**src/sv/hea_pkg.sv**
```systemverilog
// Shared types and constants for the heater energy accumulator.
// No dependencies; imported by every module of the block.
package hea_pkg;

    localparam int TIME_W   = 32;
    localparam int POWER_W  = 8;
    localparam int TOTAL_W  = 32;
    localparam int CFG_IDX_W = 2;
    localparam int CFG_DATA_W = 32;

    // Energy is tracked in units of 100 W*ms; one Wh is 36000 units.
    localparam int UNITS_PER_WH = 36000;
    localparam int UNIT_LSB_ZEROS = 5;          // 36000 = 1125 << 5
    localparam int ODD_DIVISOR = UNITS_PER_WH >> UNIT_LSB_ZEROS;

    localparam int UNITS_W  = 16;               // remainder, < 36000
    localparam int QUOT_W   = 17;               // elapsed / 36000
    localparam int PQ_W     = 25;               // power * quotient
    localparam int PR_W     = 24;               // power * remainder
    localparam int QA_W     = 8;                // (power * remainder) / 36000

    // Reciprocal of 1125 for 27-bit dividends.
    localparam int ELAPSED_X_W = TIME_W - UNIT_LSB_ZEROS;
    localparam int RECIP_E_W = 28;
    localparam int RECIP_E_SHIFT = 38;
    localparam logic [RECIP_E_W-1:0] RECIP_E = 28'd244335918;
    localparam int PROD_E_W = ELAPSED_X_W + RECIP_E_W;

    // Reciprocal of 1125 for 19-bit dividends.
    localparam int PR_X_W = PR_W - UNIT_LSB_ZEROS;
    localparam int RECIP_P_W = 20;
    localparam int RECIP_P_SHIFT = 30;
    localparam logic [RECIP_P_W-1:0] RECIP_P = 20'd954438;
    localparam int PROD_P_W = PR_X_W + RECIP_P_W;

    localparam logic [TIME_W-1:0] SAVE_INTERVAL_RESET = 32'd300000;

    localparam logic [CFG_IDX_W-1:0] CFG_POWER    = 2'd0;
    localparam logic [CFG_IDX_W-1:0] CFG_INTERVAL = 2'd1;

    typedef struct packed {
        logic [TIME_W-1:0] now_ms;
        logic              heater_on;
        logic              clear_request;
        logic              clock_synced;
        logic [TIME_W-1:0] wall_time;
    } tick_t;

    typedef struct packed {
        tick_t             tick;
        logic [TIME_W-1:0] elapsed;
    } front_t;

    typedef struct packed {
        tick_t              tick;
        logic [UNITS_W-1:0] part_units;
        logic [PQ_W-1:0]    whole_wh;
    } work_t;

endpackage

```
**src/sv/hea_ingress.sv**
```systemverilog
// Input register stage: captures a tick and the ms elapsed since the previous tick.
// Depends on hea_pkg.
module hea_ingress (
    input  logic            clk,
    input  logic            rst_n,
    input  logic            in_valid,
    output logic            in_stall,
    input  hea_pkg::tick_t  tick,
    output logic            fwd_valid,
    input  logic            fwd_stall,
    output hea_pkg::front_t front
);
    import hea_pkg::*;

    logic              valid_reg;
    front_t            front_reg;
    logic [TIME_W-1:0] prev_ms_reg;
    logic              take;

    assign in_stall  = valid_reg && fwd_stall;
    assign take      = in_valid && !in_stall;
    assign fwd_valid = valid_reg;
    assign front     = front_reg;

    always_ff @(posedge clk or negedge rst_n)
    begin
        if (!rst_n)
        begin
            valid_reg   <= 1'b0;
            prev_ms_reg <= '0;
        end
        else
        begin
            if (!in_stall)
            begin
                valid_reg <= in_valid;
            end
            if (take)
            begin
                prev_ms_reg <= tick.now_ms;
            end
        end
    end

    always_ff @(posedge clk)
    begin
        if (take)
        begin
            front_reg.tick    <= tick;
            front_reg.elapsed <= tick.now_ms - prev_ms_reg;
        end
    end

endmodule

```
**src/sv/hea_divider.sv**
```systemverilog
// Pipeline that splits power * elapsed into whole Wh and a sub-Wh part.
// Reciprocal multiplies stand in for the divides by 36000. Depends on hea_pkg.
module hea_divider (
    input  logic                          clk,
    input  logic                          rst_n,
    input  logic [hea_pkg::POWER_W-1:0]   power,
    input  logic                          up_valid,
    output logic                          up_stall,
    input  hea_pkg::front_t               front,
    output logic                          dn_valid,
    input  logic                          dn_stall,
    output hea_pkg::work_t                work
);
    import hea_pkg::*;

    logic v2_reg, v3_reg, v4_reg, v5_reg, v6_reg;
    logic st2, st3, st4, st5, st6;

    tick_t              tick2_reg, tick3_reg, tick4_reg, tick5_reg;
    logic [TIME_W-1:0]  elapsed2_reg;
    logic [QUOT_W-1:0]  q2_reg;
    logic [UNITS_W-1:0] r3_reg;
    logic [PQ_W-1:0]    pq3_reg, pq4_reg, pq5_reg;
    logic [PR_W-1:0]    pr4_reg, pr5_reg;
    logic [QA_W-1:0]    qa5_reg;
    work_t              work6_reg;

    logic [PROD_E_W-1:0] prod_e;
    logic [TIME_W:0]     q_times_div;
    logic [TIME_W:0]     r_full;
    logic [PROD_P_W-1:0] prod_p;
    logic [PR_W-1:0]     qa_times_div;
    logic [PR_W-1:0]     ra_full;

    assign st6 = v6_reg && dn_stall;
    assign st5 = v5_reg && st6;
    assign st4 = v4_reg && st5;
    assign st3 = v3_reg && st4;
    assign st2 = v2_reg && st3;
    assign up_stall = st2;
    assign dn_valid = v6_reg;
    assign work     = work6_reg;

    assign prod_e = PROD_E_W'(front.elapsed[TIME_W-1:UNIT_LSB_ZEROS]) * PROD_E_W'(RECIP_E);
    assign q_times_div = (TIME_W+1)'(q2_reg) * (TIME_W+1)'(UNITS_PER_WH);
    assign r_full = (TIME_W+1)'(elapsed2_reg) - q_times_div;
    assign prod_p = PROD_P_W'(pr4_reg[PR_W-1:UNIT_LSB_ZEROS]) * PROD_P_W'(RECIP_P);
    assign qa_times_div = PR_W'(qa5_reg) * PR_W'(UNITS_PER_WH);
    assign ra_full = pr5_reg - qa_times_div;

    always_ff @(posedge clk or negedge rst_n)
    begin
        if (!rst_n)
        begin
            v2_reg <= 1'b0;
            v3_reg <= 1'b0;
            v4_reg <= 1'b0;
            v5_reg <= 1'b0;
            v6_reg <= 1'b0;
        end
        else
        begin
            if (!st2)
            begin
                v2_reg <= up_valid;
            end
            if (!st3)
            begin
                v3_reg <= v2_reg;
            end
            if (!st4)
            begin
                v4_reg <= v3_reg;
            end
            if (!st5)
            begin
                v5_reg <= v4_reg;
            end
            if (!st6)
            begin
                v6_reg <= v5_reg;
            end
        end
    end

    always_ff @(posedge clk)
    begin
        if (!st2 && up_valid)
        begin
            tick2_reg    <= front.tick;
            elapsed2_reg <= front.elapsed;
            q2_reg       <= prod_e[RECIP_E_SHIFT +: QUOT_W];
        end
        if (!st3 && v2_reg)
        begin
            tick3_reg <= tick2_reg;
            r3_reg    <= r_full[UNITS_W-1:0];
            pq3_reg   <= PQ_W'(power) * PQ_W'(q2_reg);
        end
        if (!st4 && v3_reg)
        begin
            tick4_reg <= tick3_reg;
            pq4_reg   <= pq3_reg;
            pr4_reg   <= PR_W'(power) * PR_W'(r3_reg);
        end
        if (!st5 && v4_reg)
        begin
            tick5_reg <= tick4_reg;
            pq5_reg   <= pq4_reg;
            pr5_reg   <= pr4_reg;
            qa5_reg   <= prod_p[RECIP_P_SHIFT +: QA_W];
        end
        if (!st6 && v5_reg)
        begin
            work6_reg.tick       <= tick5_reg;
            work6_reg.part_units <= ra_full[UNITS_W-1:0];
            work6_reg.whole_wh   <= pq5_reg + PQ_W'(qa5_reg);
        end
    end

endmodule

```
**src/sv/hea_integrator.sv**
```systemverilog
// Energy state, clear handling and store decision, followed by the result register.
// Depends on hea_pkg.
module hea_integrator (
    input  logic                         clk,
    input  logic                         rst_n,
    input  logic [hea_pkg::TIME_W-1:0]   save_interval,
    input  logic                         up_valid,
    output logic                         up_stall,
    input  hea_pkg::work_t               work,
    output logic                         out_valid,
    input  logic                         out_stall,
    output logic [hea_pkg::TOTAL_W-1:0]  total_wh,
    output logic [hea_pkg::TIME_W-1:0]   cleared_at,
    output logic                         store_total,
    output logic                         store_clear_time
);
    import hea_pkg::*;

    localparam logic [UNITS_W:0] UNITS_ONE_WH = (UNITS_W+1)'(UNITS_PER_WH);

    logic [UNITS_W-1:0] rem_reg, rem_next;
    logic [TOTAL_W-1:0] total_reg, total_next;
    logic [TOTAL_W-1:0] saved_reg, saved_next;
    logic [TIME_W-1:0]  last_store_reg, last_store_next;
    logic               was_on_reg;
    logic [TIME_W-1:0]  stamp_reg, stamp_next;
    logic               store_next;

    logic               out_valid_reg;
    logic [TOTAL_W-1:0] total_out_reg;
    logic [TIME_W-1:0]  stamp_out_reg;
    logic               store_out_reg;
    logic               clear_out_reg;

    logic [UNITS_W-1:0] rem_base;
    logic [TOTAL_W-1:0] total_base;
    logic [TOTAL_W-1:0] saved_base;
    logic [TIME_W-1:0]  last_base;
    logic [UNITS_W:0]   unit_sum;
    logic               carry;
    logic [TIME_W-1:0]  since_store;
    logic               turned_off;
    logic               store_due;
    logic               take;

    assign up_stall = out_valid_reg && out_stall;
    assign take     = up_valid && !up_stall;

    always_comb
    begin
        rem_base   = work.tick.clear_request ? '0 : rem_reg;
        total_base = work.tick.clear_request ? '0 : total_reg;
        saved_base = work.tick.clear_request ? '0 : saved_reg;
        last_base  = work.tick.clear_request ? work.tick.now_ms : last_store_reg;
        stamp_next = stamp_reg;
        if (work.tick.clear_request)
        begin
            stamp_next = work.tick.clock_synced ? work.tick.wall_time : '0;
        end

        unit_sum = (UNITS_W+1)'(work.part_units) + (UNITS_W+1)'(rem_base);
        carry    = unit_sum >= UNITS_ONE_WH;
        rem_next   = rem_base;
        total_next = total_base;
        if (work.tick.heater_on)
        begin
            rem_next   = carry ? UNITS_W'(unit_sum - UNITS_ONE_WH) : unit_sum[UNITS_W-1:0];
            total_next = total_base + TOTAL_W'(work.whole_wh) + TOTAL_W'(carry);
        end

        turned_off  = was_on_reg && !work.tick.heater_on;
        since_store = work.tick.now_ms - last_base;
        store_due   = (total_next != saved_base) && (turned_off || since_store >= save_interval);

        saved_next      = store_due ? total_next : saved_base;
        last_store_next = store_due ? work.tick.now_ms : last_base;
        store_next      = store_due || work.tick.clear_request;
    end

    always_ff @(posedge clk or negedge rst_n)
    begin
        if (!rst_n)
        begin
            rem_reg        <= '0;
            total_reg      <= '0;
            saved_reg      <= '0;
            last_store_reg <= '0;
            was_on_reg     <= 1'b0;
            stamp_reg      <= '0;
            out_valid_reg  <= 1'b0;
        end
        else
        begin
            if (!up_stall)
            begin
                out_valid_reg <= up_valid;
            end
            if (take)
            begin
                rem_reg        <= rem_next;
                total_reg      <= total_next;
                saved_reg      <= saved_next;
                last_store_reg <= last_store_next;
                was_on_reg     <= work.tick.heater_on;
                stamp_reg      <= stamp_next;
            end
        end
    end

    always_ff @(posedge clk)
    begin
        if (take)
        begin
            total_out_reg <= total_next;
            stamp_out_reg <= stamp_next;
            store_out_reg <= store_next;
            clear_out_reg <= work.tick.clear_request;
        end
    end

    assign out_valid        = out_valid_reg;
    assign total_wh         = total_out_reg;
    assign cleared_at       = stamp_out_reg;
    assign store_total      = store_out_reg;
    assign store_clear_time = clear_out_reg;

endmodule

```
**src/sv/heater_energy_accumulator.sv**
```systemverilog
// Top level of the heater energy accumulator: configuration registers and stage wiring.
// Depends on hea_pkg, hea_ingress, hea_divider, hea_integrator.
//
//   channel | signals                                          | direction
//   --------+--------------------------------------------------+----------
//   in      | in_valid, in_stall, now_ms .. wall_time          | tick in
//   out     | out_valid, out_stall, total_wh .. store_clear_time | result out
//   cfg     | cfg_we, cfg_index, cfg_data                      | write only
//
// One transaction per cycle sustained while out_stall is low; each tick passes the input
// register, five divide/multiply stages and the result register, in that order.
// Reset clears all pipeline valids and the energy state; save interval resets to 300000.
// out_stall holds the result register and backs up stage by stage; empty stages
// keep taking ticks.
module heater_energy_accumulator (
    input  logic                           clk,
    input  logic                           rst_n,
    input  logic                           in_valid,
    output logic                           in_stall,
    input  logic [hea_pkg::TIME_W-1:0]     now_ms,
    input  logic                           heater_on,
    input  logic                           clear_request,
    input  logic                           clock_synced,
    input  logic [hea_pkg::TIME_W-1:0]     wall_time,
    output logic                           out_valid,
    input  logic                           out_stall,
    output logic [hea_pkg::TOTAL_W-1:0]    total_wh,
    output logic [hea_pkg::TIME_W-1:0]     cleared_at,
    output logic                           store_total,
    output logic                           store_clear_time,
    input  logic                           cfg_we,
    input  logic [hea_pkg::CFG_IDX_W-1:0]  cfg_index,
    input  logic [hea_pkg::CFG_DATA_W-1:0] cfg_data
);
    import hea_pkg::*;

    logic [POWER_W-1:0] power_reg;
    logic [TIME_W-1:0]  interval_reg;

    tick_t  tick_in;
    front_t front;
    work_t  work;
    logic   front_valid, front_stall;
    logic   work_valid, work_stall;

    always_ff @(posedge clk or negedge rst_n)
    begin
        if (!rst_n)
        begin
            power_reg    <= '0;
            interval_reg <= SAVE_INTERVAL_RESET;
        end
        else if (cfg_we)
        begin
            case (cfg_index)
                CFG_POWER:    power_reg    <= cfg_data[POWER_W-1:0];
                CFG_INTERVAL: interval_reg <= cfg_data[TIME_W-1:0];
                default:      ;
            endcase
        end
    end

    assign tick_in.now_ms        = now_ms;
    assign tick_in.heater_on     = heater_on;
    assign tick_in.clear_request = clear_request;
    assign tick_in.clock_synced  = clock_synced;
    assign tick_in.wall_time     = wall_time;

    hea_ingress u_ingress (
        .clk       (clk),
        .rst_n     (rst_n),
        .in_valid  (in_valid),
        .in_stall  (in_stall),
        .tick      (tick_in),
        .fwd_valid (front_valid),
        .fwd_stall (front_stall),
        .front     (front)
    );

    hea_divider u_divider (
        .clk      (clk),
        .rst_n    (rst_n),
        .power    (power_reg),
        .up_valid (front_valid),
        .up_stall (front_stall),
        .front    (front),
        .dn_valid (work_valid),
        .dn_stall (work_stall),
        .work     (work)
    );

    hea_integrator u_integrator (
        .clk              (clk),
        .rst_n            (rst_n),
        .save_interval    (interval_reg),
        .up_valid         (work_valid),
        .up_stall         (work_stall),
        .work             (work),
        .out_valid        (out_valid),
        .out_stall        (out_stall),
        .total_wh         (total_wh),
        .cleared_at       (cleared_at),
        .store_total      (store_total),
        .store_clear_time (store_clear_time)
    );

endmodule

```
**config.mk**
```make
export PLATFORM = sky130hd
export DESIGN_NAME = heater_energy_accumulator
export DESIGN_NICKNAME = d
export VERILOG_FILES = /design/src/sv/hea_pkg.sv /design/src/sv/hea_ingress.sv /design/src/sv/hea_divider.sv /design/src/sv/hea_integrator.sv /design/src/sv/heater_energy_accumulator.sv
export SDC_FILE = /design/constraint.sdc
export NUM_CORES = 2
export LEC_CHECK = 0
export ABC_CLOCK_PERIOD_IN_PS = 10600
export BUFFER_PORTS_ARGS = -buffer_cell sky130_fd_sc_hd__buf_2
export CAP_MARGIN = 20
export CORE_ASPECT_RATIO = 0.9
export CORE_UTILIZATION = 39
export DETAILED_ROUTE_END_ITERATION = 7
export GPL_TIMING_DRIVEN = 0
export PLACE_DENSITY = 0.6
export SYNTH_ARGS = -nofsm -noshare
export SYNTH_HDL_FRONTEND = slang
export SYNTH_HIERARCHICAL = 1
export SYNTH_SLANG_ARGS = --single-unit
export TNS_END_PERCENT = 20
```
**constraint.sdc**
```tcl
create_clock -name clk -period 10.6 [get_ports clk]
set_clock_uncertainty 0.15 [all_clocks]
set_input_delay 0 -clock clk [delete_from_list [all_inputs] [get_ports clk]]
set_output_delay 0 -clock clk [all_outputs]
set_load 0.1 [all_outputs]
```
==> flow_metrics.env <==
export IMPL_post_synth_num_cell_types=117
export IMPL_start_util_pct=39.3
export IMPL_cts_buffers=92
export IMPL_grt_antenna_before_repair=6
export IMPL_grt_pass1_wl_um=231000
export IMPL_first_global_vias=41300
export IMPL_worstSetupStartpointType="flop"
export IMPL_edff_count_synth=713
export IMPL_ff2ff_setup_slack_ps=580
export IMPL_syn_to_final_growth_pct=15.1
export IMPL_reg2reg_depth=37
export IMPL_crit_fanout=19
export IMPL_clock_tree_htree_level_count=3
export IMPL_yosysSeqAreaShare_pct=42.5
export IMPL_max_root_sink_buffers=3
export IMPL_yosysWarnings=6
export IMPL_post_synth_cell_area_avg_um2=12.0
export IMPL_max_cap_violations=0
export IMPL_drt_pass1_iterations=5
export IMPL_outcome="complete, no violations"
export IMPL_hold_viol=0
export IMPL_routed_wire_length_per_instance_um=18.2
export IMPL_boundaryPins=174
export IMPL_die_x_um=428
export IMPL_wl_um=147000
export IMPL_post_synth_top_area_cell="sky130_fd_sc_hd__edfxtp_1"
export IMPL_r2r_start="u_divider/work[74]"
export IMPL_reg2reg_to="u_integrator/last_store_reg[22]"
export IMPL_final_fill_count=14800
export IMPL_detailroute_wirelength_met2_um=66100
export IMPL_period_needed_ps=10020
export IMPL_path_clk_slew_ps=60
export IMPL_fin_worst_hold_slack_ps=46.4
export IMPL_fmax_mhz=99.8
export IMPL_cp_required_ps=11020
export IMPL_timing_critical_path_arrival_ps=10440
export IMPL_row_count=140
export IMPL_grt_max_degree=84
export IMPL_overflow_left_after_global_routing=0
export IMPL_path_buf_inv=11
export IMPL_timing_max_transition_violations_final=0
export IMPL_cp_slowest_stage_delay_ps=530
export IMPL_synthCells=5318
export IMPL_setup_worst_path_start="u_divider/work[74]"
export IMPL_design_core_area_um2=162000
export IMPL_fin_ws_ps=575
export IMPL_largest_reg_flops=108
export IMPL_route_met3_wl_um=6970
export IMPL_timing_hold_worst_class="in -> reg"
export IMPL_drc_errors=0
export IMPL_multi_input_area_um2=33200
export IMPL_slew_headroom_pct=20.4
export IMPL_grt_usage_pct=17.9
export IMPL_nNetsFinal=7111
export IMPL_holdCritStartpoint="now_ms[1]"
export IMPL_fin_tns_setup_ps=0
export IMPL_clk_latency_ps=700
export IMPL_min_to="u_ingress/prev_ms_reg[1]"
export IMPL_final_cell_count_no_fill=8054
export IMPL_slowest_stage="sky130_fd_sc_hd__a2111oi_0"
export IMPL_yosysTopAreaCellShare_pct=33.7
export IMPL_dpl_hpwl_um=111000
export IMPL_tritoncts_clock_tree="yes"
export IMPL_drt_iter0_drc=2760
export IMPL_netlist_top_cells_area="sky130_fd_sc_hd__edfxtp_1 34%, sky130_fd_sc_hd__fa_1 15%, sky130_fd_sc_hd__ha_1 14%, sky130_fd_sc_hd__dfrtp_1 8.5%, sky130_fd_sc_hd__inv_1 4.6%"
export IMPL_regArea_um2=27000
export IMPL_cpLargestDelayFamily="compound AO/OA/AOI/OAI gates"
export IMPL_cp_end_kind="flop"
export IMPL_floorplan_die_height_um=385
export IMPL_period_utilization_pct=94.6
export IMPL_grt_setup_unrepaired="false"
export IMPL_postSynth_topFlopCell="sky130_fd_sc_hd__edfxtp_1"
export IMPL_clk_tree_root_cell="sky130_fd_sc_hd__clkbuf_16"
export IMPL_place_inst=7639
export IMPL_port_buffers=173
export IMPL_dr_max_layer_used="met4"
export IMPL_max_slew_worst_pin_slew_ps=1180
export IMPL_critPathKind="reg -> reg"
export IMPL_synth_cell_area_um2=63600
export IMPL_dp_worst_setup_slack_ps=-2820
export IMPL_floorplan_die_area_um2=165000
export IMPL_proportion_of_layout_cells_with_a_drive_suffix_above_1_pct=9.40
export IMPL_route_vias_total=40500
export IMPL_hold_path_depth=4
export IMPL_setup_viol=0
export IMPL_globalplace_congestion=0.895
export IMPL_vias_per_cell=5.03
export IMPL_antenna_left=0
export IMPL_ys_async_sr_fraction_pct=23.9
export IMPL_synth_seq_cells=937
export IMPL_synth_nets=6591
export IMPL_cts_sinks=937
export IMPL_met1_length_um=70000
placed cells by master (no fill, tap or decap), drive strengths merged, types with 34 or more instances in the layout:
cell type	netlist	layout
dlygate4sd3	0	232
buf	22	219
xor2	62	62
nand2b	47	47
clkbuf	97	206
nor2b	81	81
inv	777	786
nand2	395	395
fa	466	466
edfxtp	713	713
nand3	57	57
o21a	34	34
a22o	40	40
ha	701	701
a21oi	185	185
nor2	188	188
xnor2	177	177
and2	146	146
nor3	49	49
a21o	85	85
mux2	112	112
dfrtp	216	216
o21ai	204	204
nand4	37	37
mux2i	74	74
tightest hold or removal path, stage by stage:
cell and delay [ps]:
sky130_fd_sc_hd__dlygate4sd3_1 560, sky130_fd_sc_hd__buf_2 150, sky130_fd_sc_hd__nand2_1 50, sky130_fd_sc_hd__o21ai_0 60
cells by family (layout without fill, tap and decap cells):
logic type	Yosys count	in the layout	synth area share (%)
adder cells (fa/ha/maj)	1167	1167	28.5
AND/OR/NAND/NOR	1095	1095	8.45
flip-flops	937	937	42.5
buffers and inverters	896	1496	5.41
AO/OA/AOI/OAI	795	795	8.52
XOR/XNOR	242	242	3.40
multiplexers	186	186	3.28
other	0	6	0
per-stage QoR:
step                area, um^2  utilization (%)
floorplan                63600                -
global placement         67100             41.5
detailed placement       67600             41.8
CTS                      73200             45.2
global route             73200             45.2
finish                   73200             45.2
layout make-up:
cell class / instances / share of cell area, %
flip-flops and latches: 937 / 36.9
repair buffers: 428 / 5.03
clock buffers: 112 / 3.32
plain buffers: 117 / 0.755
well taps: 2130 / 3.64
inverters: 777 / 3.98
multi-input cells: 3485 / 45.4
clock inverters: 62 / 0.979
diodes: 6 / 0.0205
timing repair:
item / in CTS / in global routing
pin swaps: 2 / 0
buffers inserted: 4 / 0
resized for setup: 17 / 9
hold endpoints to repair: 454 / 0
hold buffers: 233 / 0
endpoints found under the setup margin: 115 / 64
routing by layer:
layer | vias up | track usage (%)
met2 | 826 | 27.9
met5 | - | 0
met3 | 198 | 2.77
met4 | 0 | 4.77
li1 | 19300 | -
met1 | 20100 | 25.9
worst max-delay path by stage:
stage | to | slack (ps) | cells after the start
2_1_floorplan | u_divider/work[0] | 940 | 3
3_3_place_gp | u_divider/work[36] | -3570 | 3
3_5_place_dp | u_integrator/last_store_reg[22] | -2820 | 37
4_1_cts | u_integrator/last_store_reg[22] | 40 | 38
5_1_grt | u_integrator/last_store_reg[24] | 60 | 39
6_report | u_integrator/last_store_reg[22] | 580 | 37
Yosys cell counts (all sizes together) (14+ instances only):
master,instances
a211oi,27
nand3,57
xnor2,177
o21a,34
o31ai,14
and3,22
nand2b,47
xor2,62
ha,701
dfrtp,216
edfxtp,713
nor2b,81
nand4,37
a31oi,24
clkbuf,97
or2,17
buf,22
a21boi,21
mux2,112
o211ai,19
nand2,395
nor3,49
a22o,40
inv,777
o21bai,24
and2,146
fa,466
a21oi,185
a21o,85
nor2,188
o21ai,204
mux2i,74
Power is not shown: default switching activity piles up to over one toggle a cycle in this logic, so the estimate is an artifact.
